$ cat src/hdl/gbs_pkg.sv
package gbs_pkg;

  localparam int unsigned CoordW = 16;
  localparam int unsigned LabelW = 8;
  localparam int unsigned IndexW = 16;
  localparam int unsigned AreaW  = 2 * CoordW;
  localparam int unsigned ThrW   = 9;
  localparam int unsigned CfgIdxW  = 8;
  localparam int unsigned CfgDataW = ThrW;

  localparam logic [CfgIdxW-1:0] CFG_IOU_THRESHOLD  = 8'd0;
  localparam logic [CfgIdxW-1:0] CFG_CLASS_AGNOSTIC = 8'd1;

  localparam logic [ThrW-1:0]   THR_RESET = 9'd115;
  localparam logic [IndexW-1:0] INDEX_MAX = 16'hFFFF;

  // candidate box as it travels down the chain
  typedef struct packed {
    logic                     first;
    logic signed [CoordW-1:0] x;
    logic signed [CoordW-1:0] y;
    logic [CoordW-1:0]        w;
    logic [CoordW-1:0]        h;
    logic [LabelW-1:0]        label;
    logic [AreaW-1:0]         area;
    logic [IndexW-1:0]        index;
    logic                     alive;
    logic                     stored;
  } cand_t;

endpackage

$ cat src/hdl/gbs_cell.sv
module gbs_cell
  import gbs_pkg::*;
(
  input  logic            clk_i,
  input  logic            rst_ni,
  input  logic [ThrW-1:0] thr_i,
  input  logic            agnostic_i,
  input  logic            vld_i,
  input  cand_t           tok_i,
  output logic            vld_o,
  output cand_t           tok_o
);

  localparam int unsigned ExtW = CoordW + 2;
  localparam int unsigned UniW = AreaW + 1;
  localparam int unsigned LhsW = AreaW + 8;
  localparam int unsigned RhsW = ThrW + UniW;

  // held kept box
  logic                     occ_q, occ_d;
  logic signed [CoordW-1:0] kx_q, ky_q;
  logic [CoordW-1:0]        kw_q, kh_q;
  logic [LabelW-1:0]        klabel_q;
  logic [AreaW-1:0]         karea_q;

  // stage A -> B
  logic             vld_a_q;
  cand_t            tok_a_q, tok_a_d;
  logic [AreaW-1:0] inter_q, inter_d;
  logic [AreaW-1:0] area_b_q;
  logic             hit_q, hit_d;

  logic             vld_b_q;
  cand_t            tok_b_q, tok_b_d;

  logic eff_occ, store;

  logic signed [ExtW-1:0] ax0, ax1, bx0, bx1, ay0, ay1, by0, by1;
  logic signed [ExtW-1:0] xlo, xhi, ylo, yhi, xdiff, ydiff;
  logic [CoordW-1:0]      iw, ih;

  logic [UniW-1:0] uni;
  logic [LhsW-1:0] lhs;
  logic [RhsW-1:0] rhs;
  logic            suppress;

  always_comb begin
    eff_occ = occ_q & ~(vld_i & tok_i.first);
    store   = vld_i & tok_i.alive & ~tok_i.stored & ~eff_occ;
    occ_d   = store | eff_occ;
    hit_d   = vld_i & eff_occ & (agnostic_i | (klabel_q == tok_i.label));
  end

  always_comb begin
    ax0 = ExtW'(tok_i.x);
    ay0 = ExtW'(tok_i.y);
    bx0 = ExtW'(kx_q);
    by0 = ExtW'(ky_q);
    ax1 = ax0 + $signed({2'b00, tok_i.w});
    ay1 = ay0 + $signed({2'b00, tok_i.h});
    bx1 = bx0 + $signed({2'b00, kw_q});
    by1 = by0 + $signed({2'b00, kh_q});
    xlo = (ax0 > bx0) ? ax0 : bx0;
    xhi = (ax1 < bx1) ? ax1 : bx1;
    ylo = (ay0 > by0) ? ay0 : by0;
    yhi = (ay1 < by1) ? ay1 : by1;
    xdiff = xhi - xlo;
    ydiff = yhi - ylo;
    iw = (xhi > xlo) ? xdiff[CoordW-1:0] : '0;
    ih = (yhi > ylo) ? ydiff[CoordW-1:0] : '0;
    inter_d = AreaW'(iw) * AreaW'(ih);
  end

  always_comb begin
    tok_a_d        = tok_i;
    tok_a_d.stored = tok_i.stored | store;
  end

  always_comb begin
    uni      = {1'b0, tok_a_q.area} + {1'b0, area_b_q} - {1'b0, inter_q};
    lhs      = {inter_q, 8'b0};
    rhs      = RhsW'(thr_i) * RhsW'(uni);
    suppress = hit_q & (RhsW'(lhs) > rhs);
    tok_b_d       = tok_a_q;
    tok_b_d.alive = tok_a_q.alive & ~suppress;
  end

  always_ff @(posedge clk_i or negedge rst_ni) begin
    if (!rst_ni) begin
      occ_q   <= 1'b0;
      vld_a_q <= 1'b0;
      vld_b_q <= 1'b0;
    end else begin
      occ_q   <= occ_d;
      vld_a_q <= vld_i;
      vld_b_q <= vld_a_q;
    end
  end

  always_ff @(posedge clk_i) begin
    if (store) begin
      kx_q     <= tok_i.x;
      ky_q     <= tok_i.y;
      kw_q     <= tok_i.w;
      kh_q     <= tok_i.h;
      klabel_q <= tok_i.label;
      karea_q  <= tok_i.area;
    end
    tok_a_q  <= tok_a_d;
    inter_q  <= inter_d;
    area_b_q <= karea_q;
    hit_q    <= hit_d;
    tok_b_q  <= tok_b_d;
  end

  assign vld_o = vld_b_q;
  assign tok_o = tok_b_q;

endmodule

$ cat config.mk
export PLATFORM = sky130hd
export DESIGN_NAME = gbs_cell
export DESIGN_NICKNAME = d
export VERILOG_FILES = /design/src/hdl/gbs_pkg.sv /design/src/hdl/gbs_cell.sv
export SDC_FILE = /design/constraint.sdc
export NUM_CORES = 2
export LEC_CHECK = 0
export ABC_CLOCK_PERIOD_IN_PS = 11600
export BUFFER_PORTS_ARGS = -buffer_cell sky130_fd_sc_hd__buf_2
export CAP_MARGIN = 10
export CELL_PAD_IN_SITES_DETAIL_PLACEMENT = 1
export CELL_PAD_IN_SITES_GLOBAL_PLACEMENT = 1
export CORE_AREA = 10 10 314 316
export CTS_CLUSTER_SIZE = 14
export DETAILED_ROUTE_END_ITERATION = 6
export DIE_AREA = 0 0 324 326
export PLACE_DENSITY_LB_ADDON = 0.1
export SLEW_MARGIN = 10
export SYNTH_ARGS = -nofsm -noshare
export SYNTH_HDL_FRONTEND = slang
export SYNTH_SLANG_ARGS = --single-unit
$ cat constraint.sdc
create_clock -name clk_i -period 11.6 [get_ports clk_i]
set_input_delay 0.58 -clock clk_i [delete_from_list [all_inputs] [get_ports clk_i]]
set_output_delay 0.58 -clock clk_i [all_outputs]
set_load 0.03 [all_outputs]
==> impl_metrics.py <==
metrics = {
    "status": {
        "status": "finished, violations left",
        "violations": "negative setup slack",
    },
    "cells_and_area": {
        "final_area_um2": 46100,
        "post-route-util_pct": 49.9,
        "finalNonFillerCells": 5771,
        "layout_common_cells": "inv_1, buf_4, fa_1, nand2_1, ha_1",
        "layout.nets": 5522,
        "drive_gt1_share_pct": 24.6,
        "n_antenna_cell": 0,
        "areaGrowthSynthToFinish_pct": 26.4,
        "n_fill_cell": 10500,
        "layout_commonest_cell": "inv_1",
    },
    "synth": {
        "synth_enable_flop_cells": 104,
        "ys_types": 75,
        "synth_cells": 3755,
        "syn_area_um2": 36500,
        "ys_warn_count": 0,
        "yosysSeqAreaShare_pct": 25.8,
        "ys_ff_latch": 418,
        "synth_area_per_cell_um2": 9.72,
        "syn_nets": 4740,
        "async_reset_ff_share_pct": 0.718,
        "synthFlopType": "dfxtp_1",
    },
    "cts": {
        "clock-root-buffer": "clkbuf_16",
        "cts_buffer_depth": 3,
        "tritoncts": "done",
        "cts_sinks": 418,
        "clkLatencyLatePin_ns": 0.60,
        "clk_pin_slew_worst_paths_ns": 0.06,
        "ctsHtreeMaxLevel": 2,
        "numCtsBuffers": 45,
    },
    "run": {
        "drv_cap": 0,
    },
    "global_route": {
        "grt_antenna_before_repair": 2,
        "grt_pass1_vias": 31600,
        "grt_usage_pct": 19.7,
        "overflow": 0,
        "grt_max_degree": 104,
        "grt_pass1_wl_um": 168000,
    },
    "floorplanning": {
        "die_h_um": 326,
        "die_x_um": 324,
        "io_pins": 260,
        "coreArea_um2": 92500,
        "dieArea_um2": 106000,
        "initial_core_util_pct": 39.5,
        "rows": 112,
    },
    "timing": {
        "fmaxAchievable_mhz": 85.7,
        "setup_viol": 2,
        "finClkSkew_ns": 0.0168,
        "rsz0062_at_grt": "yes",
        "hold_viol_final": 0,
        "fin_crit_ns": 11.66,
        "slew_headroom_pct": 19.2,
        "finalCritPeriodShare_pct": 101,
        "worst_slack_ns": -0.0640,
        "final_max_slew_viol_count": 0,
        "worst_pin_slew_ns": 1.20,
    },
    "placed_design": {
        "dpl.cell_count": 5635,
        "placed_area_um2": 43000,
        "routabilityCongestion": 0.883,
        "dpl.hpwl_um": 87100,
        "port_buffers": 259,
    },
    "routing": {
        "firstDrtPassIters": 5,
        "vias": 28300,
        "drt_iter0_drc": 1005,
        "postRouteWirelength_um": 104000,
        "ant_nets": 0,
        "drc": 0,
        "wl_per_cell_um": 18.0,
        "post_drt_via_cell_ratio": 4.90,
    },
    "setup_path": {
        "cpPeakStageDelay_ns": 0.55,
        "worstSetupPathType": "flip-flop to flip-flop",
        "cp_data_arrival_time_ns": 12.14,
        "end_kind": "flip-flop",
        "worstSetupStartpointType": "flip-flop",
        "crit_fanout": 8,
        "crit_slowest_cell": "fa_1",
        "crit_required_ns": 12.07,
    },
    "worst_hold_path": {
        "hold_class": "input pin to flip-flop",
    },
}
[metal layers]
layer | share of wire, % | vias to the layer above | track usage (%)
li1 | - | 13700 | -
met1 | 44 | 14100 | 24.9
met2 | 50 | 382 | 34.4
met3 | 3.8 | 107 | 3.42
met4 | 2.6 | 0 | 5.17
met5 | 0 | - | 0
[path summary, 6_finish.rpt]
kind	start	end	slack [ns]	cells past startpoint
worst max-delay path	ky_q[1]$_DFFE_PP_	inter_q[31]$_DFF_P_	-0.06	52
worst max register to register	ky_q[1]$_DFFE_PP_	inter_q[31]$_DFF_P_	-0.06	52
max in group asynchronous	rst_ni	occ_q$_DFF_PN0_	11.18	2
min in group asynchronous	rst_ni	vld_a_q$_DFF_PN0_	0.32	2
worst min register to register	tok_a_q[65]$_DFF_P_	tok_o[65]$_DFF_P_	0.32	0
worst min-delay path	tok_i[8]	tok_a_q[8]$_DFF_P_	0.08	1
[area by class of cell]
class	instances	area, µm²	share of cell area [%]
clock inverter	15	108	0.233
tap	1197	1500	3.25
inverter	649	2440	5.28
sequential	418	9420	20.4
clock buffer	69	1400	3.04
multi-input combinational	2614	25400	55.1
timing repair buffer	809	5840	12.7
[critical path: cells and delay by family, from the launching register on]
family | cells | cell delay [ns]
buffers and inverters | 10 | 0.99
xor gates and xnor gates | 2 | 0.29
muxes | 1 | 0.33
and+or+nand+nor | 7 | 1.01
AOI/OAI and AO/OA | 22 | 4.51
DFF | 1 | 0.42
adders and majority gates | 10 | 3.93
[state kept, by name, indices dropped and copies added, names as in the netlist]
name      count
area_b_q     32
vld_a_q       1
vld_o         1
kx_q         16
karea_q      32
hit_q         1
kh_q         16
ky_q         16
kw_q         16
tok_o       123
tok_a_q     123
klabel_q      8
occ_q         1
inter_q      32
[metrics by stage]
stage / setup TNS, ns / hold WS (ns) / worst slack (ns)
after floorplan: -0.000592 / 0.284 / -0.000592
final: -0.0726 / 0.0816 / -0.0640
after global routing: -4.77 / 0.0458 / -0.590
after global placement: -7.33 / 0.310 / -0.857
after detailed placement: -11.99 / 0.313 / -1.04
after CTS: -0.530 / 0.0348 / -0.210
[Yosys cell counts (all sizes together) (8+ instances only)]
cell type  instances  share of area, %
inv              649               6.7
fa               450                25
nand2            401               4.1
ha               399                14
dfxtp            311                17
nor2             223               2.3
a21oi            168               2.3
xnor2            125               3.0
and2             121               2.1
edfxtp           104               8.6
o21ai            100               1.4
a21o              74               1.5
clkbuf            70              0.72
xor2              61               1.5
nand2b            46              0.79
nor2b             42              0.72
mux2i             38               1.0
nand3             33              0.45
nand4             32              0.55
nor3              30              0.41
o21bai            30              0.62
o21a              28              0.58
a31oi             19              0.34
mux2              19              0.59
and3              18              0.31
a211oi            16              0.36
o31ai             13              0.27
or2               12              0.21
a2111oi           11              0.38
or3                9              0.15
a211o              8              0.19
[kinds of logic (layout without fill, tap and decap cells)]
group	after synthesis	in the layout	share of synthesized area [%]
XOR/XNOR	186	186	4.50
buffers and inverters	723	1542	7.46
AND/OR/NAND/NOR	980	980	12.3
multiplexers	57	57	1.63
flip-flops	418	418	25.8
adder cells (fa/ha/maj)	849	849	38.3
AO/OA/AOI/OAI	542	542	9.89
[repair_timing]
action,CTS,global route
cloned,1,1
endpoints found under the hold margin,3,0
pin swaps,59,92
endpoints found under the setup margin,18,19
buffers inserted,16,35
hold buffers,1,0
gates resized for setup,87,200
Power is left out: the tool's default activity adds up to more than one toggle a clock period on the data nets, which glitch-free logic cannot reach.
